--- src/rtl/core/rcm_pkg.sv ---
// ============================================================================
// RGBA color matrix package
// Shared widths, register indexes and beat/stage payload types.
// ============================================================================
`default_nettype none

package rcm_pkg;

  // Pixel and coefficient geometry
  localparam int NUM_CH             = 4;
  localparam int PIX_W              = 8;
  localparam int LANE_W             = 16;
  localparam int ROW_W              = NUM_CH * LANE_W;
  localparam int CFG_IDX_W          = 3;
  localparam int COEF_FRAC_BITS_DEF = 12;

  // Datapath widths: signed product, partial sum, full accumulator
  localparam int PROD_W = LANE_W + PIX_W;
  localparam int PSUM_W = PROD_W + 2;
  localparam int ACC_W  = PROD_W + 3;

  // Configuration register indexes
  typedef enum logic [CFG_IDX_W-1:0] {
    REG_RED_ROW    = 3'd0,
    REG_GREEN_ROW  = 3'd1,
    REG_BLUE_ROW   = 3'd2,
    REG_ALPHA_ROW  = 3'd3,
    REG_OFFSET_ROW = 3'd4
  } rcm_reg_t;

  // One register: four 16-bit two's complement lanes, lane k at bits 16k+15..16k
  typedef logic [NUM_CH-1:0][LANE_W-1:0] rcm_row_t;

  typedef struct packed {
    rcm_row_t [NUM_CH-1:0] coef;    // coef[out channel][in channel]
    rcm_row_t              offset;  // offset[out channel]
  } rcm_matrix_t;

  typedef struct packed {
    logic [PIX_W-1:0] red_in;
    logic [PIX_W-1:0] green_in;
    logic [PIX_W-1:0] blue_in;
    logic [PIX_W-1:0] alpha_in;
    logic             frame_end_in;
  } rcm_in_t;

  typedef struct packed {
    logic [PIX_W-1:0] red_out;
    logic [PIX_W-1:0] green_out;
    logic [PIX_W-1:0] blue_out;
    logic [PIX_W-1:0] alpha_out;
    logic             frame_end_out;
  } rcm_out_t;

  // Stage 1 result: all products and scaled offsets
  typedef struct packed {
    logic [NUM_CH-1:0][NUM_CH-1:0][PROD_W-1:0] prod;
    logic [NUM_CH-1:0][PROD_W-1:0]             offs;
    logic                                      frame_end;
  } rcm_prod_t;

  // Stage 2 result: two partial sums per output channel
  typedef struct packed {
    logic [NUM_CH-1:0][PSUM_W-1:0] sum_a;
    logic [NUM_CH-1:0][PSUM_W-1:0] sum_b;
    logic                          frame_end;
  } rcm_psum_t;

endpackage

`default_nettype wire

--- src/rtl/core/rcm_sat_stage.sv ---
// ============================================================================
// RGBA color matrix final-sum and saturate stage
// Adds the partial sums, floors by the fraction width and clamps to 0..255.
// ============================================================================
`default_nettype none

module rcm_sat_stage
  import rcm_pkg::*;
#(
  parameter int COEF_FRAC_BITS = COEF_FRAC_BITS_DEF
) (
  input  wire logic      clk,
  input  wire logic      rst_n,
  input  wire logic      valid_in,
  output logic           ready_in,
  input  wire rcm_psum_t data_in,
  output logic           valid_r,
  input  wire logic      ready_out,
  output rcm_out_t       data_r
);

  localparam logic [PIX_W-1:0] PIX_MAX = {PIX_W{1'b1}};

  logic [NUM_CH-1:0][ACC_W-1:0] acc;
  logic [NUM_CH-1:0][ACC_W-1:0] shifted;
  logic [NUM_CH-1:0][PIX_W-1:0] chan;
  rcm_out_t                     data_nxt;

  // Negative clamps to zero; a floored value above the pixel range clamps high
  always_comb begin
    for (int j = 0; j < NUM_CH; j++) begin
      acc[j]     = ACC_W'($signed(data_in.sum_a[j])) + ACC_W'($signed(data_in.sum_b[j]));
      shifted[j] = acc[j] >> COEF_FRAC_BITS;
      if (acc[j][ACC_W-1]) begin
        chan[j] = '0;
      end else if (|shifted[j][ACC_W-1:PIX_W]) begin
        chan[j] = PIX_MAX;
      end else begin
        chan[j] = shifted[j][PIX_W-1:0];
      end
    end
    data_nxt.red_out       = chan[0];
    data_nxt.green_out     = chan[1];
    data_nxt.blue_out      = chan[2];
    data_nxt.alpha_out     = chan[3];
    data_nxt.frame_end_out = data_in.frame_end;
  end

  assign ready_in = !valid_r || ready_out;

  always_ff @(posedge clk) begin
    if (!rst_n) begin
      valid_r <= 1'b0;
    end else if (ready_in) begin
      valid_r <= valid_in;
    end
  end

  always_ff @(posedge clk) begin
    if (ready_in && valid_in) begin
      data_r <= data_nxt;
    end
  end

endmodule

`default_nettype wire
--- config.mk ---
export PLATFORM = sky130hd
export DESIGN_NAME = rcm_sat_stage
export DESIGN_NICKNAME = d
export VERILOG_FILES = /design/src/rtl/core/rcm_pkg.sv /design/src/rtl/core/rcm_sat_stage.sv
export SDC_FILE = /design/constraint.sdc
export NUM_CORES = 1
export LEC_CHECK = 0
export ABC_AREA = 1
export BUFFER_PORTS_ARGS = -buffer_cell sky130_fd_sc_hd__buf_2
export CAP_MARGIN = 10
export CORE_ASPECT_RATIO = 0.8
export CORE_MARGIN = 2
export CORE_UTILIZATION = 55
export DETAILED_ROUTE_END_ITERATION = 6
export GPL_ROUTABILITY_DRIVEN = 0
export GPL_TIMING_DRIVEN = 1
export PLACE_DENSITY = 0.84
export SYNTH_ARGS = -nofsm -noshare
export SYNTH_HDL_FRONTEND = slang
export SYNTH_SLANG_ARGS = --single-unit
--- constraint.sdc ---
create_clock -name clk -period 4.8 [get_ports clk]
set_input_delay 0.72 -clock clk [delete_from_list [all_inputs] [get_ports clk]]
set_output_delay 0.72 -clock clk [all_outputs]
set_load 0.005 [all_outputs]
==> flow_metrics.py <==
metrics = {
    "clocking": {
        "cts_resized": 0,
        "ctsRootBufferMaster": "clkbuf_16",
        "cts.sinks": 34,
        "clockBufferDepth": 2,
        "cts_tree": "built",
        "clock_latency_ns": 0.28,
        "ctsHoldBuffers": 0,
        "post_cts_buffers": 0,
        "clk_pin_slew_ns": 0.06,
        "cts-buffers-inserted": 5,
        "htreeDepth": 2,
    },
    "critical_path": {
        "crit_cells": 13,
        "worstPathMaxFanout": 8,
        "start_kind": "primary input",
        "cp_slowest_cell": "ha_1",
        "crit_chain": "buf_2, ha_1, inv_1, nor3_1, nand2_1, nor2_1, nand2_1, nand4_1, nand2_1, nor2_4, nand3_1, nand2_1, inv_1",
        "endpoint_kind": "register",
        "ff2ff_path_depth": 1,
        "worst-path-buf-inv": 3,
        "cp_slowest_stage_delay_ns": 0.38,
        "path_class": "primary input to register",
        "critPathRequiredTime_ns": 4.83,
        "crit_arrival_ns": 2.54,
        "cpMostUsedCell": "nand2_1",
        "critical_path.top_delay_family": "simple AND/OR/NAND/NOR gates",
    },
    "global_routing": {
        "use_met3": 0.0243,
        "grt.overflow.total": 0,
        "grt.busiest_layer": "met2",
        "grt_pass1_wl_um": 36700,
        "antenna_found_initial": 0,
        "grtUsageMet1": 0.381,
        "use_met2": 0.458,
        "grt_use_total": 0.272,
        "first_global_vias": 8398,
        "grt_max_degree": 34,
    },
    "logic_synthesis": {
        "postSynthAreaPerCell_um2": 5.35,
        "async_flop_share": 0,
        "ys_seq_area_frac": 0.122,
        "syn_nets": 1868,
        "synth_ff_type": "edfxtp_1",
        "yosysWarnings": 0,
        "netlist_area_um2": 8320,
        "synth_edf_count": 33,
        "synth_top_area_frac": 0.296,
        "ys_types": 25,
        "synth_top_area_cell": "nand2_1",
        "synthTopCellsByArea": "nand2_1 (30%), inv_1 (16%), ha_1 (15%), edfxtp_1 (12%), nand3_1 (5.2%)",
        "netlist_instances": 1555,
        "yosys-top-cells-count": "nand2_1 (656), inv_1 (346), nor2_1 (115), ha_1 (100), nand3_1 (87)",
        "synth_most_common_cell": "nand2_1",
        "ys_seq_elements": 34,
    },
    "cells_and_area": {
        "finalNonFillerCells": 1999,
        "areaGrowthSynthToFinish_pct": 19.8,
        "multi_input_area_um2": 6020,
        "drive_gt1_frac": 0.170,
        "fin_nets": 2122,
        "utilization": 0.668,
        "diodes": 0,
        "fillers": 1416,
        "seqCellArea_um2": 1010,
    },
    "routing": {
        "drt_iter0_markers": 741,
        "vias_per_cell": 4.98,
        "vias": 9955,
        "final_antenna_net_count": 0,
        "wirelength_um": 22700,
        "drc": 0,
        "drt_pass1_iterations": 5,
        "routedWlPerCell_um": 11.3,
    },
    "placed_design": {
        "io_buffers": 247,
        "detailedPlace.worstSlack_ns": 2.03,
        "dp_hpwl_um": 20000,
        "numPlacedInstances": 1991,
    },
    "timing": {
        "fin_setup_tns_ns": 0,
        "slew-limit-headroom": 0.336,
        "final_max_slew_viol_count": 0,
        "fin_crit_ns": 2.50,
        "period_share": 0.522,
        "clock_skew_ns": 0.00726,
        "fmax_mhz": 399,
        "rsz0062_at_grt": "no",
        "finalSetupViolations": 0,
        "worst_pin_slew_ns": 0.993,
        "fin_ws_ns": 2.30,
        "hold_viol": 0,
    },
    "power_and_ir_drop": {
        "p_total_mw": 1.78,
        "p_leak_nw": 6.36,
        "max-vdd-ir-drop_mv": 0.114,
        "power_density_nw_per_um2": 179,
    },
    "hold_path": {
        "whs_path_depth": 2,
        "hold_path_class": "register to register",
    },
    "die": {
        "core_um2": 14900,
        "die_h_um": 114,
        "fp-row-count": 40,
        "die-width_um": 141,
        "pin_count": 248,
        "die_area_um2": 16100,
        "initial_core_util": 0.558,
    },
    "status": {
        "status": "finished, final reports clean",
    },
    "flow_run": {
        "drv_cap": 0,
    },
}
[sequential cells by signal, indices dropped and copies added, names as in the netlist]
signal and count:
data_r 33, valid_r 1
[metrics by stage]
step,hold slack [ns],instance area (µm²)
6_report,0.550,9970
4_1_cts,0.552,9970
3_3_place_gp,0.533,9800
2_1_floorplan,0.523,8320
5_1_grt,0.571,9970
3_5_place_dp,0.544,9800
[report_power, final]
part | internal (mW) | total (mW) | switching [mW]
clock | 0.242 | 0.356 | 0.113
combinational | 0.388 | 1.04 | 0.655
sequential | 0.374 | 0.385 | 0.0114
[layout by cell type, fill, tap and decap left out, drive strengths merged]
cell    netlist  final
buf           0    247
a21boi        1      1
nor3          7      7
nand4        21     21
o21bai       12     12
dfxtp         1      1
inv         347    347
nand3        91     91
edfxtp       33     33
clkbuf        0      5
xor2         22     22
a21o          2      2
o21ai         6      6
a31oi        16     16
ha          100    100
a21oi        69     69
nand3b        4      4
bufinv        0      1
clkinv        0      2
nor2        141    141
nand2       673    673
xnor2         9      9
[worst paths after layout]
kind | slack, ns | endpoint | from
worst min register to register | 0.55 | valid_r$_SDFFE_PN0N_ | valid_r$_SDFFE_PN0N_
worst max-delay path | 2.30 | data_r[13]$_SDFFCE_PP0P_ | data_in[78]
worst max register to register | 3.27 | data_r[9]$_SDFFCE_PP0P_ | valid_r$_SDFFE_PN0N_
worst min-delay path | 0.55 | valid_r$_SDFFE_PN0N_ | valid_r$_SDFFE_PN0N_
[cell families (layout without fill, tap and decap cells)]
kind of cell	after synthesis	in the layout	share of synthesized area
compound gates	106	106	0.0712
xor+xnor	31	31	0.0326
fa+ha+maj	100	100	0.150
buf+inv	347	602	0.157
flops	34	34	0.122
simple gates	937	937	0.468
[cell type report]
cell class,count,area share
sequential,34,0.101
timing repair buffer,247,0.124
clock buffer,5,0.0126
clock inverter,3,0.00402
tap,189,0.0237
multi-input combinational,1174,0.604
inverter,347,0.131
[routing by layer]
layer	part of all wire	up-vias	routed length, µm
met4	0.018	0	397
met2	0.44	389	9980
met3	0.077	32	1730
met5	0	-	0
li1	-	5252	-
met1	0.47	4282	10500
No activity file was read; power rests on OpenSTA's default activity.
