<file path="src/rtl/core/rcm_pkg.sv">
// ============================================================================
// RGBA color matrix package
// Shared widths, register indexes and beat/stage payload types.
// ============================================================================
`default_nettype none

package rcm_pkg;

  // Pixel and coefficient geometry
  localparam int NUM_CH             = 4;
  localparam int PIX_W              = 8;
  localparam int LANE_W             = 16;
  localparam int ROW_W              = NUM_CH * LANE_W;
  localparam int CFG_IDX_W          = 3;
  localparam int COEF_FRAC_BITS_DEF = 12;

  // Datapath widths: signed product, partial sum, full accumulator
  localparam int PROD_W = LANE_W + PIX_W;
  localparam int PSUM_W = PROD_W + 2;
  localparam int ACC_W  = PROD_W + 3;

  // Configuration register indexes
  typedef enum logic [CFG_IDX_W-1:0] {
    REG_RED_ROW    = 3'd0,
    REG_GREEN_ROW  = 3'd1,
    REG_BLUE_ROW   = 3'd2,
    REG_ALPHA_ROW  = 3'd3,
    REG_OFFSET_ROW = 3'd4
  } rcm_reg_t;

  // One register: four 16-bit two's complement lanes, lane k at bits 16k+15..16k
  typedef logic [NUM_CH-1:0][LANE_W-1:0] rcm_row_t;

  typedef struct packed {
    rcm_row_t [NUM_CH-1:0] coef;    // coef[out channel][in channel]
    rcm_row_t              offset;  // offset[out channel]
  } rcm_matrix_t;

  typedef struct packed {
    logic [PIX_W-1:0] red_in;
    logic [PIX_W-1:0] green_in;
    logic [PIX_W-1:0] blue_in;
    logic [PIX_W-1:0] alpha_in;
    logic             frame_end_in;
  } rcm_in_t;

  typedef struct packed {
    logic [PIX_W-1:0] red_out;
    logic [PIX_W-1:0] green_out;
    logic [PIX_W-1:0] blue_out;
    logic [PIX_W-1:0] alpha_out;
    logic             frame_end_out;
  } rcm_out_t;

  // Stage 1 result: all products and scaled offsets
  typedef struct packed {
    logic [NUM_CH-1:0][NUM_CH-1:0][PROD_W-1:0] prod;
    logic [NUM_CH-1:0][PROD_W-1:0]             offs;
    logic                                      frame_end;
  } rcm_prod_t;

  // Stage 2 result: two partial sums per output channel
  typedef struct packed {
    logic [NUM_CH-1:0][PSUM_W-1:0] sum_a;
    logic [NUM_CH-1:0][PSUM_W-1:0] sum_b;
    logic                          frame_end;
  } rcm_psum_t;

endpackage

`default_nettype wire

</file>
<file path="src/rtl/core/rcm_cfg_regs.sv">
// ============================================================================
// RGBA color matrix configuration registers
// Five 64-bit rows written over the cfg channel; reset to the identity.
// ============================================================================
`default_nettype none

module rcm_cfg_regs
  import rcm_pkg::*;
#(
  parameter int COEF_FRAC_BITS = COEF_FRAC_BITS_DEF
) (
  input  wire logic                 clk,
  input  wire logic                 rst_n,
  input  wire logic                 cfg_valid,
  output logic                      cfg_ready,
  input  wire logic [CFG_IDX_W-1:0] cfg_index,
  input  wire logic [ROW_W-1:0]     cfg_data,
  output rcm_matrix_t               matrix
);

  localparam logic [LANE_W-1:0] COEF_ONE = LANE_W'(1 << COEF_FRAC_BITS);

  // Identity rows: unity in the lane of the row's own channel
  localparam rcm_row_t RED_RESET   = {{3*LANE_W{1'b0}}, COEF_ONE};
  localparam rcm_row_t GREEN_RESET = {{2*LANE_W{1'b0}}, COEF_ONE, {LANE_W{1'b0}}};
  localparam rcm_row_t BLUE_RESET  = {{LANE_W{1'b0}}, COEF_ONE, {2*LANE_W{1'b0}}};
  localparam rcm_row_t ALPHA_RESET = {COEF_ONE, {3*LANE_W{1'b0}}};

  rcm_row_t red_row_r,    red_row_nxt;
  rcm_row_t green_row_r,  green_row_nxt;
  rcm_row_t blue_row_r,   blue_row_nxt;
  rcm_row_t alpha_row_r,  alpha_row_nxt;
  rcm_row_t offset_row_r, offset_row_nxt;

  // Always able to take a write beat
  assign cfg_ready = 1'b1;

  // Decode the write; drop indexes beyond the register list
  always_comb begin
    red_row_nxt    = red_row_r;
    green_row_nxt  = green_row_r;
    blue_row_nxt   = blue_row_r;
    alpha_row_nxt  = alpha_row_r;
    offset_row_nxt = offset_row_r;
    if (cfg_valid && cfg_ready) begin
      case (rcm_reg_t'(cfg_index))
        REG_RED_ROW:    red_row_nxt    = cfg_data;
        REG_GREEN_ROW:  green_row_nxt  = cfg_data;
        REG_BLUE_ROW:   blue_row_nxt   = cfg_data;
        REG_ALPHA_ROW:  alpha_row_nxt  = cfg_data;
        REG_OFFSET_ROW: offset_row_nxt = cfg_data;
        default: ;
      endcase
    end
  end

  // Hold rows; reset to unity on the diagonal and zero offsets
  always_ff @(posedge clk) begin
    if (!rst_n) begin
      red_row_r    <= RED_RESET;
      green_row_r  <= GREEN_RESET;
      blue_row_r   <= BLUE_RESET;
      alpha_row_r  <= ALPHA_RESET;
      offset_row_r <= '0;
    end else begin
      red_row_r    <= red_row_nxt;
      green_row_r  <= green_row_nxt;
      blue_row_r   <= blue_row_nxt;
      alpha_row_r  <= alpha_row_nxt;
      offset_row_r <= offset_row_nxt;
    end
  end

  assign matrix.coef[0] = red_row_r;
  assign matrix.coef[1] = green_row_r;
  assign matrix.coef[2] = blue_row_r;
  assign matrix.coef[3] = alpha_row_r;
  assign matrix.offset  = offset_row_r;

endmodule

`default_nettype wire

</file>
<file path="config.mk">
export PLATFORM = sky130hd
export DESIGN_NAME = rcm_cfg_regs
export DESIGN_NICKNAME = d
export VERILOG_FILES = /design/src/rtl/core/rcm_pkg.sv /design/src/rtl/core/rcm_cfg_regs.sv
export SDC_FILE = /design/constraint.sdc
export NUM_CORES = 1
export LEC_CHECK = 0
export BUFFER_PORTS_ARGS = -buffer_cell sky130_fd_sc_hd__buf_2
export CORE_UTILIZATION = 41
export DETAILED_ROUTE_END_ITERATION = 16
export PLACE_DENSITY_LB_ADDON = 0.12
export SYNTH_ARGS = -nofsm -noshare
export SYNTH_HDL_FRONTEND = slang
export SYNTH_SLANG_ARGS = --single-unit
</file>
<file path="constraint.sdc">
create_clock -name clk -period 1 [get_ports clk]
set_input_delay 0.2 -clock clk [delete_from_list [all_inputs] [get_ports clk]]
set_output_delay 0.2 -clock clk [all_outputs]
set_load 0.01 [all_outputs]
</file>
==> impl_metrics.yaml <==
run_status:
  outcome: "finished, violations left"
  violations: "negative setup slack"
timing:
  min_period_ns: 1.17
  min_period_over_period_pct: 117
  setup_ws_ns: -0.171
  finalSetupTns_ns: -43.56
  finalSetupViolCount: 320
  fin_worst_skew_ns: 0
  max_freq_mhz: 854
  rsz0062_at_grt: "yes"
  slew_violations: 0
  holdWs_ns: 0.0214
  finalHoldViolations: 0
critical_path:
  slowest_delay_ns: 0.36
  reg2reg_to: "matrix[44]"
  ff2ff_setup_slack_ns: 0.20
  worst-path-max-fanout: 2
  critPathRequiredTime_ns: 0.80
  crit_type: "flop to primary output"
  crit_chain: "buf_6"
  crit_arrival_ns: 0.97
  endpoint_kind: "primary output"
  worst-path-buf-inv: 1
  rr_startpoint: "matrix[44]"
  reg2reg_depth: 4
  slowest_stage: "dfxtp_4"
  crit_family: "flip-flops"
  cp-start-kind: "flop"
die:
  fp.dieH_um: 172
  io_pins: 391
  start_util_pct: 42.1
  die_w_um: 172
  rows: 61
  coreArea_sq_um: 28000
  dieArea_sq_um: 29500
run:
  maxCapViolCount: 0
logic_synthesis:
  yosysTopAreaCell: "dfxtp_1"
  ys_types: 13
  synth_fp_nets: 1183
  ys_seq_elements: 320
  yosysTopAreaCellShare_pct: 54.3
  synth_cells: 1113
  syn_area_per_cell_sq_um: 10.6
  yosysSeqAreaShare_pct: 54.3
  syn_area_sq_um: 11800
  yosysWarnings: 0
  yosys-top-cells-area: "dfxtp_1, mux2i_1, nand2_1"
placement:
  gp_congestion: 0.796
  dp_slack_ns: -0.438
  detailed_place_hpwl_mm: 23.9
  place_inst: 1876
  port_buffers: 389
pwr:
  power_density_nw_per_um2: 1540
  netSwitchingFraction_pct: 22.7
  total_leakage_power_nw: 9.33
  p_int_w: 0.0220
  p_comb_share_pct: 8.4
  vdd_drop_max_mv: 1.38
  p_seq_share_pct: 46.8
  pwr-share-clk_pct: 44.9
  power.switching_w: 0.00646
global_routing:
  grt_antenna_before_repair: 0
  grt.overflow.total: 0
  grt_max_degree: 39
  track_usage_pct: 23.1
  grt_pass1_vias: 9410
  grt_first_pass_wirelength_mm: 52.7
finish:
  antenna_cells: 0
  fillerInstances: 2233
  drive_gt1_share_pct: 55.4
  utilization_pct: 65.9
  fin_cells: 1992
  fin_nets: 1660
  area_growth_pct: 56.5
  largest_reg_flops: 320
hold_path:
  hold_path_end: "matrix[236]"
  hold_class: "input pin to flop"
  hold_path_depth: 3
  hold_path.startpoint: "cfg_data[44]"
cts:
  cts_root_buf: "clkbuf_16"
  cts_tree: "built"
  cts-buffers-inserted: 35
  clock_latency_ns: 0.49
  clock_sinks: 320
  path_clk_slew_ns: 0.06
  ctsHtreeMaxLevel: 2
  cts_buffer_depth: 3
detailed_routing:
  ant_nets: 0
  drtIter0Drc: 351
  routed_wl_mm: 35.3
  drc: 0
  vias: 9497
  drt-pass1-iter-count: 4
  viasPerCell: 4.77
  wl_per_cell_um: 17.7
[through the flow]
| step | power [W] | cell area (sq um) |
|---|---|---|
| after floorplan | 0.0145 | 11800 |
| after global placement | 0.0154 | 14500 |
| after detailed placement | 0.0155 | 14500 |
| after CTS | 0.0286 | 18200 |
| after global routing | 0.0294 | 18500 |
| final | 0.0284 | 18500 |
[timing repair]
| item | in CTS | in global routing |
|---|---|---|
| endpoints found under the setup margin | 320 | 320 |
| endpoints found under the hold margin | 3 | 0 |
| gates resized for setup | 681 | 1 |
| hold buffers | 3 | 0 |
| buffers inserted | 18 | 34 |
[power by group through the flow]
stage / logic (W) / registers (W) / clock network [W]
after floorplan: 0.000930 / 0.0136 / 0
after global placement: 0.00199 / 0.0134 / 0
after detailed placement: 0.00200 / 0.0135 / 0
after CTS: 0.00235 / 0.0133 / 0.0130
after global routing: 0.00255 / 0.0133 / 0.0136
final: 0.00238 / 0.0133 / 0.0128
[logic make-up (layout without fill, tap and decap cells)]
logic type	after synthesis	in the layout	synth area share, %
other cells	1	1	0.0318
mux	320	320	27.1
simple gates	393	393	13.1
buf+inv	79	580	5.46
flops	320	320	54.3
[per-layer routing]
metal | vias up | routed length, um | track usage [%]
li1 | 4615 | - | -
met3 | 63 | 2480 | 6.63
met1 | 4533 | 14400 | 26.8
met2 | 286 | 17500 | 40.6
met4 | 0 | 970 | 7.88
met5 | - | 0 | 0
[how the worst max path moves through the flow]
stage          slack (ns)     endpoint    startpoint  cells after the start
2_1_floorplan       -0.06  matrix[100]  cfg_index[0]                      4
3_3_place_gp        -0.36  matrix[114]  cfg_index[0]                      5
3_5_place_dp        -0.44   matrix[78]  cfg_index[0]                      5
4_1_cts             -0.19  matrix[236]   matrix[236]                      1
5_1_grt             -0.20   matrix[81]    matrix[81]                      1
6_report            -0.17   matrix[81]    matrix[81]                      1
[area by class of cell]
class | instances | area [sq um] | share of cell area [%]
flip-flops and latches | 320 | 6810 | 36.9
repair buffers | 519 | 5240 | 28.4
clock inverters | 8 | 68.8 | 0.373
multi-input cells | 714 | 4800 | 26.0
clock buffers | 53 | 1080 | 5.83
well taps | 378 | 473 | 2.56
[cells in the final DEF, fill, tap and decap left out, drive strengths merged]
master,instances
buf,516
bufinv,1
clkbuf,53
clkinv,6
conb,1
dfxtp,320
dlygate4sd3,3
inv,1
mux2i,320
nand2,380
nand4b,1
nand4bb,3
nor2b,8
nor4b,1
[cell usage after synthesis (all sizes together)]
master     n
conb       1
dfxtp    320
nand2    380
nor4b      1
nand4b     1
clkbuf    19
mux2i    320
nor2b      8
nand4bb    3
buf       60
(Power assumes the default switching activity.)
