**config.mk**
```make
export PLATFORM = sky130hd
export DESIGN_NAME = rcm_add_stage
export DESIGN_NICKNAME = d
export VERILOG_FILES = /design/src/rtl/core/rcm_pkg.sv /design/src/rtl/core/rcm_add_stage.sv
export SDC_FILE = /design/constraint.sdc
export NUM_CORES = 1
export LEC_CHECK = 0
export BUFFER_PORTS_ARGS = -buffer_cell sky130_fd_sc_hd__buf_2
export CAP_MARGIN = 20
export CORE_AREA = 4 4 265 267
export CTS_CLUSTER_DIAMETER = 60
export DETAILED_ROUTE_END_ITERATION = 10
export DIE_AREA = 0 0 269 271
export PLACE_DENSITY = 0.53
export RECOVER_POWER = 25
export SYNTH_ARGS = -nofsm -noshare
export SYNTH_HDL_FRONTEND = slang
export SYNTH_SLANG_ARGS = --single-unit
```
**constraint.sdc**
```tcl
create_clock -name clk -period 7.8 [get_ports clk]
set_input_delay 1.95 -clock clk [delete_from_list [all_inputs] [get_ports clk]]
set_output_delay 1.95 -clock clk [all_outputs]
set_load 0.01 [all_outputs]
```
**src/rtl/core/rcm_pkg.sv**
```systemverilog
// ============================================================================
// RGBA color matrix package
// Shared widths, register indexes and beat/stage payload types.
// ============================================================================
`default_nettype none

package rcm_pkg;

  // Pixel and coefficient geometry
  localparam int NUM_CH             = 4;
  localparam int PIX_W              = 8;
  localparam int LANE_W             = 16;
  localparam int ROW_W              = NUM_CH * LANE_W;
  localparam int CFG_IDX_W          = 3;
  localparam int COEF_FRAC_BITS_DEF = 12;

  // Datapath widths: signed product, partial sum, full accumulator
  localparam int PROD_W = LANE_W + PIX_W;
  localparam int PSUM_W = PROD_W + 2;
  localparam int ACC_W  = PROD_W + 3;

  // Configuration register indexes
  typedef enum logic [CFG_IDX_W-1:0] {
    REG_RED_ROW    = 3'd0,
    REG_GREEN_ROW  = 3'd1,
    REG_BLUE_ROW   = 3'd2,
    REG_ALPHA_ROW  = 3'd3,
    REG_OFFSET_ROW = 3'd4
  } rcm_reg_t;

  // One register: four 16-bit two's complement lanes, lane k at bits 16k+15..16k
  typedef logic [NUM_CH-1:0][LANE_W-1:0] rcm_row_t;

  typedef struct packed {
    rcm_row_t [NUM_CH-1:0] coef;    // coef[out channel][in channel]
    rcm_row_t              offset;  // offset[out channel]
  } rcm_matrix_t;

  typedef struct packed {
    logic [PIX_W-1:0] red_in;
    logic [PIX_W-1:0] green_in;
    logic [PIX_W-1:0] blue_in;
    logic [PIX_W-1:0] alpha_in;
    logic             frame_end_in;
  } rcm_in_t;

  typedef struct packed {
    logic [PIX_W-1:0] red_out;
    logic [PIX_W-1:0] green_out;
    logic [PIX_W-1:0] blue_out;
    logic [PIX_W-1:0] alpha_out;
    logic             frame_end_out;
  } rcm_out_t;

  // Stage 1 result: all products and scaled offsets
  typedef struct packed {
    logic [NUM_CH-1:0][NUM_CH-1:0][PROD_W-1:0] prod;
    logic [NUM_CH-1:0][PROD_W-1:0]             offs;
    logic                                      frame_end;
  } rcm_prod_t;

  // Stage 2 result: two partial sums per output channel
  typedef struct packed {
    logic [NUM_CH-1:0][PSUM_W-1:0] sum_a;
    logic [NUM_CH-1:0][PSUM_W-1:0] sum_b;
    logic                          frame_end;
  } rcm_psum_t;

endpackage

`default_nettype wire

```
**src/rtl/core/rcm_add_stage.sv**
```systemverilog
// ============================================================================
// RGBA color matrix partial-sum stage
// Reduces five terms per output channel to two partial sums.
// ============================================================================
`default_nettype none

module rcm_add_stage
  import rcm_pkg::*;
(
  input  wire logic      clk,
  input  wire logic      rst_n,
  input  wire logic      valid_in,
  output logic           ready_in,
  input  wire rcm_prod_t data_in,
  output logic           valid_r,
  input  wire logic      ready_out,
  output rcm_psum_t      data_r
);

  rcm_psum_t data_nxt;

  // Red and green products with the offset; blue and alpha products
  always_comb begin
    for (int j = 0; j < NUM_CH; j++) begin
      data_nxt.sum_a[j] = PSUM_W'($signed(data_in.prod[j][0]))
                        + PSUM_W'($signed(data_in.prod[j][1]))
                        + PSUM_W'($signed(data_in.offs[j]));
      data_nxt.sum_b[j] = PSUM_W'($signed(data_in.prod[j][2]))
                        + PSUM_W'($signed(data_in.prod[j][3]));
    end
    data_nxt.frame_end = data_in.frame_end;
  end

  assign ready_in = !valid_r || ready_out;

  always_ff @(posedge clk) begin
    if (!rst_n) begin
      valid_r <= 1'b0;
    end else if (ready_in) begin
      valid_r <= valid_in;
    end
  end

  always_ff @(posedge clk) begin
    if (ready_in && valid_in) begin
      data_r <= data_nxt;
    end
  end

endmodule

`default_nettype wire

```
==> reports/qor.yml, run 1 <==
run_status:
  status: "complete, but fails checks"
  violations: "capacitance limit, slew limit"
drt:
  drc_errors: 0
  vias: 15800
  wl_per_cell_um: 19.4
  routed_wl_um: 63000
  drtPass1Iterations: 5
  detail-route-antenna-nets: 0
  via_per_inst: 4.86
  drt_iter0_markers: 1074
global_route:
  grt_max_degree: 108
  antenna_found_initial: 8
  gr-total-overflow: 0
  grt_pass1_wl_um: 93400
  grt_pass1_vias: 16400
  grtUsageTotal_pct: 16.4
cts:
  htreeDepth: 2
  cts_tree: "done"
  cts_buffer_depth: 3
  cts-buffers-inserted: 37
  cts_num_sinks: 206
  clock_latency_ns: 0.53
  cts_hold_buf: 0
  cts_setup_buffers: 0
  clkTransAtPathRegs_ns: 0.05
  cts_resized: 0
  ctsRootBufferMaster: "clkbuf_16"
worst_setup_path:
  r2r_end: "data_r[157]"
  cp-endpoint: "data_r[157]"
  slowest_stage: "and2_0"
  critical_path_arrival_ns: 5.11
  max_stage_delay_ns: 1.92
  path_cells: "buf_2 > nand2b_1 > and2_0 > buf_4"
  path_class: "in -> reg"
  required_ns: 7.94
  worstSetupStartpoint: "ready_out"
  r2r_start: "valid_r"
  worst-path-buf-inv: 2
  crit_cells: 4
  ff2ff_path_depth: 3
  r2r_slack_ns: 4.04
  end_kind: "register"
  start_kind: "input port"
  crit_family: "simple AND/OR/NAND/NOR gates"
  crit_fanout: 62
yosys:
  synth_top_area_share_pct: 35.0
  synth_fp_nets: 2398
  yosysTopAreaCell: "edfxtp_1"
  synth_area_um2: 17600
  synth_seq_cells: 206
  ys_seq_area_share_pct: 35.1
  synth_edf_count: 205
  ys_types: 80
  netlist_top_cells_area: "edfxtp_1 35%, ha_1 14%, fa_1 12%"
  async_reset_ff_share_pct: 0
  synth_area_per_cell_um2: 10.9
  ys.flop_type: "edfxtp_1"
  syn_inst: 1617
  yosysWarnings: 0
sta:
  slew_violations: 38
  setup_viol: 0
  fin_crit_sh_pct: 63.7
  hold_viol: 0
  rsz0062_at_grt: "no"
  maxSlewHeadroom_pct: -76.2
  period_minus_slack_ns: 4.97
  layout_setup_ws_ns: 2.83
  fmax_ghz: 0.201
  fin_skew_ns: 0.0194
  fin_tns_setup_ns: 0
  worst_pin_slew_ns: 2.64
job:
  cap_viol_max_count: 1
layout:
  fin_nets: 3114
  multi_input_area_um2: 11100
  seq_area_um2: 6180
  final_cells: 3247
  fill_cells: 6940
  utilization_pct: 34.1
  drive_above_1_share_pct: 29.0
  area_growth_pct: 32.0
power_and_ir_drop:
  p_clk_share_pct: 30.8
  power.leakage_nw: 10.4
  p_sw_w: 0.00184
  power_w: 0.00522
  sw_frac_of_total_pct: 35.3
  power_density_nw_per_um2: 225
  comb_power_share_pct: 38.5
  p_seq_share_pct: 30.7
  peakVddDrop_mv: 0.116
  internal_power_w: 0.00338
min_path:
  hp-start: "valid_r"
  hold_class: "reg -> reg"
placement:
  gp_congestion: 0.956
  post-place-ws_ns: 2.41
  dp_hpwl_um: 53600
  dp.cells: 3176
  portBuffers: 695
floorplanning:
  core_area_um2: 68100
  die_y_um: 271
  die-area_um2: 72900
  ioPinCount: 696
  start_util_pct: 25.8
  die_w_um: 269
  placementRows: 96
-- metal layers --
layer | vias up | wire (um) | track usage [%]
li1 | 7563 | - | -
met2 | 640 | 31600 | 29.2
met1 | 7490 | 25200 | 19.9
met4 | 4 | 1750 | 5.26
met5 | - | 23 | 0
met3 | 95 | 4410 | 3.30
-- kinds of logic after synthesis --
| family | synth area share (%) |
|---|---|
| compound gates | 20.0 |
| simple gates | 9.25 |
| fa+ha+maj | 25.5 |
| flops | 35.1 |
| xor+xnor | 8.11 |
| buf+inv | 1.97 |
| mux | 0.114 |
-- cells in the mapped netlist, types with 4 or more instances --
cell type / count
a211o_1: 4
a211oi_1: 25
a21o_1: 88
a21oi_1: 155
a221oi_1: 6
a311oi_1: 8
a31oi_1: 19
a41oi_1: 6
and2_1: 12
and3_1: 18
and4_1: 5
buf_4: 4
clkbuf_1: 14
edfxtp_1: 205
fa_1: 104
ha_1: 192
inv_1: 68
nand2_1: 90
nand2b_1: 13
nand3_1: 37
nand4_1: 16
nor2_1: 84
nor2b_1: 14
nor3_1: 22
nor3b_1: 4
nor4_1: 4
o2111ai_1: 5
o211ai_1: 12
o21a_1: 26
o21ai_0: 79
o21bai_1: 27
o22ai_1: 5
o31ai_1: 11
or3_1: 6
xnor2_1: 101
xor2_1: 62
-- worst min-delay path by stage --
stage	endpoint	slack [ns]	depth (start not counted)
after global placement	valid_r	0.52	2
after CTS	valid_r	0.55	2
final	valid_r	0.54	2
after detailed placement	valid_r	0.54	2
after floorplan	valid_r	0.61	2
after global routing	valid_r	0.57	2
-- per-stage QoR --
step	area (um^2)	hold slack, ns
final	23200	0.539
after global routing	23200	0.567
after CTS	23300	0.546
after detailed placement	22100	0.537
after global placement	22100	0.524
after floorplan	17600	0.610
-- worst min-delay path, cell delays in order (launching register included) --
cell      delay (ns)
dfxtp_1         0.31
nand2b_1        0.10
a21boi_0        0.08
-- state kept, by name (all words and copies together) (netlist names) --
signal and flops:
valid_r 1, data_r 205
-- layout make-up --
class / count / area share [%]
multi-input cells: 1323 / 47.7
inverters: 68 / 1.10
clock inverters: 23 / 1.13
diodes: 7 / 0.0754
repair buffers: 697 / 14.6
flip-flops and latches: 206 / 26.6
clock buffers: 41 / 4.05
well taps: 882 / 4.75
-- layout by cell type (no fill, tap or decap), types with 79 or more instances in the layout --
cell type  instances
clkbuf_1          95
ha_1             192
nor2_1            84
o21ai_0           79
a21oi_1          155
fa_1             104
nand2_1           90
buf_2            604
edfxtp_1         205
xnor2_1          101
a21o_1            88
-- power groups by stage --
stage	Clock [W]	Combinational [W]	Sequential (W)
after floorplan	0	0.00117	0.00173
after detailed placement	0	0.00204	0.00162
final	0.00161	0.00201	0.00160
after global placement	0	0.00202	0.00162
after CTS	0.00167	0.00205	0.00160
after global routing	0.00172	0.00223	0.00162
No activity file was read; power rests on OpenSTA's default activity.
==> run 2, diff against run 1 <==
==> constraint.sdc (replaced) <==
create_clock -name clk -period 4.9 [get_ports clk]
set_input_delay 1.225 -clock clk [delete_from_list [all_inputs] [get_ports clk]]
set_output_delay 1.225 -clock clk [all_outputs]
set_load 0.01 [all_outputs]
==> run 2 against run 1 <==
The run still ends with capacitance limit, slew limit left. Combinational power up 61%. Clock skew down 0.0088 ns. Non-clock buffer count up 9. Clock-buffer cell count up 2. Clock power up 56%. Worst hold slack worse by 0.0021 ns. Register-to-register slack worse by 2.8 ns. Sequential share of layout area down 0.090 points. Sequential power up 59%. Utilization up 0.12 points. Power up 59%. Critical path type unchanged. Largest cell class unchanged. Largest power group unchanged. Highest routed layer unchanged.
==> reports/qor.yml, run 2 (synthesis gave the netlist of run 1 again) <==
drt:
  drtPass1Iterations: 7  # +2
  via_per_inst: 4.88  # +0.32%
  drt_iter0_markers: 963  # -10%
  drc_errors: 0  # unchanged
  wl_per_cell_um: 19.5  # +0.23%
  vias: 15900  # +0.60%
  detail-route-antenna-nets: 0  # unchanged
  routed_wl_um: 63300  # +0.50%
power_and_ir_drop:
  peakVddDrop_mv: 0.185  # +60%
  power.leakage_nw: 10.5  # +0.86%
  power_density_nw_per_um2: 356  # +58%
  power_w: 0.00829  # +59%
sta:
  setup_viol: 0  # unchanged
  period_minus_slack_ns: 4.13
  maxSlewHeadroom_pct: -118  # -42 points
  fin_tns_setup_ns: 0  # unchanged
  fmax_ghz: 0.242
  hold_viol: 0  # unchanged
  rsz0062_at_grt: "no"
  fin_crit_sh_pct: 84.3
  worst_pin_slew_ns: 3.27  # +0.630 ns
  slew_violations: 60  # +58%
  fin_skew_ns: 0.0106  # -0.00884 ns
layout:
  reg_top3: "data_r x205, valid_r x1"
  final_common_cell: "buf_2"
  largest_register_ffs: 205  # unchanged
  area_growth_pct: 32.4
  fill_cells: 6995  # +0.79%
  fin_nets: 3124  # +0.32%
  drive_above_1_share_pct: 29.9  # +0.90 points
  final_cell_mix: "619 x buf_2, 205 x edfxtp_1, 192 x ha_1"
  top_register: "data_r"
  finish.instance_area_um2: 23300  # +0.34%
worst_setup_path:
  crit_fanout: 61  # -1.6%
  start_kind: "input port"
  path_class: "in -> reg"
  end_kind: "register"
  critical_path_arrival_ns: 4.34  # -0.77 ns
  required_ns: 5.11  # -2.83 ns
cts:
  cts-buffers-inserted: 38  # +2.7%
  clkTransAtPathRegs_ns: 0.05  # about the same
  cts_buffer_depth: 3  # unchanged
  ctsRootBufferMaster: "clkbuf_16"
  cts_setup_buffers: 0  # unchanged
  cts_hold_buf: 0  # unchanged
  cts_resized: 0  # unchanged
  cts_num_sinks: 206  # unchanged
  cts_tree: "done"
  htreeDepth: 2  # unchanged
  clock_latency_ns: 0.53  # about the same
min_path:
  hold_class: "reg -> reg"
global_route:
  grt_pass1_vias: 16400  # +0.24%
  grt_max_degree: 62  # -43%
  gr-total-overflow: 0  # unchanged
  antenna_found_initial: 7  # -1
  grtUsageTotal_pct: 16.4  # about the same
  grt_pass1_wl_um: 94200  # +0.84%
floorplanning:
  ioPinCount: 696  # unchanged
  die-area_um2: 72900  # unchanged
  die_y_um: 271  # unchanged
  placementRows: 96  # unchanged
  die_w_um: 269  # unchanged
  start_util_pct: 25.8  # unchanged
  core_area_um2: 68100  # unchanged
run_status:
  status: "complete, but fails checks"
  violations: "capacitance limit, slew limit"
placement:
  dp_hpwl_um: 53900  # +0.61%
  portBuffers: 695  # unchanged
  place_area_um2: 22200  # +0.36%
  gp_congestion: 0.944  # -1.2%
job:
  cap_viol_max_count: 1  # unchanged
-- run 2: changes by cell type in the layout (fill, tap and decap cells not counted), sizes merged --
cell,delta
diode,-4
clkinvlp,-1
buf,+24
inv,-1
clkbuf,-13
bufinv,-3
clkinv,+7
-- run 2: worst max-delay path, stage by stage --
cell	delay, ns
buf_2	0.07
nand2b_1	0.12
and2_1	2.37
buf_4	0.53
-- run 2: final cells by class --
cell class	count	area [um^2]	share of cell area [%]
inverter	68	255	1.10
multi-input combinational	1323	11100	47.5
sequential	206	6180	26.5
clock inverter	25	203	0.870
tap	882	1100	4.74
timing repair buffer	706	3490	15.0
clock buffer	43	991	4.25
antenna	3	7.51	0.0322
-- run 2: through the flow --
stage / utilization (%) / cells / hold WS (ns) / worst slack (ns)
6_report: 34.2 / 3256 / 0.537 / 0.770
5_1_grt: 34.2 / 3256 / 0.578 / 0.414
4_1_cts: 34.3 / 3253 / 0.543 / 0.984
3_5_place_dp: 32.6 / 3185 / 0.537 / 0.405
3_3_place_gp: 32.6 / 3185 / 0.513 / 0.449
2_1_floorplan: - / 1617 / 0.609 / 0.509
-- run 2: worst paths after layout --
| kind | from | end | slack (ns) | cells after the start |
|---|---|---|---|---|
| worst max-delay path | ready_out | data_r[101] | 0.77 | 4 |
| worst min-delay path | valid_r | valid_r | 0.54 | 2 |
| worst max register to register | valid_r | data_r[101] | 1.27 | 3 |
| worst min register to register | valid_r | valid_r | 0.54 | 2 |
-- run 2: power breakdown --
| part | internal (W) | switching [W] |
|---|---|---|
| logic | 0.00135 | 0.00189 |
| registers | 0.00244 | 0.000104 |
| clock network | 0.00153 | 0.000981 |
-- run 2: per-layer routing --
metal / GRT usage [%] / routed length (um)
met1: 19.7 / 25400
met2: 30.0 / 32300
met3: 3.22 / 4230
met4: 4.20 / 1360
met5: 0 / 26
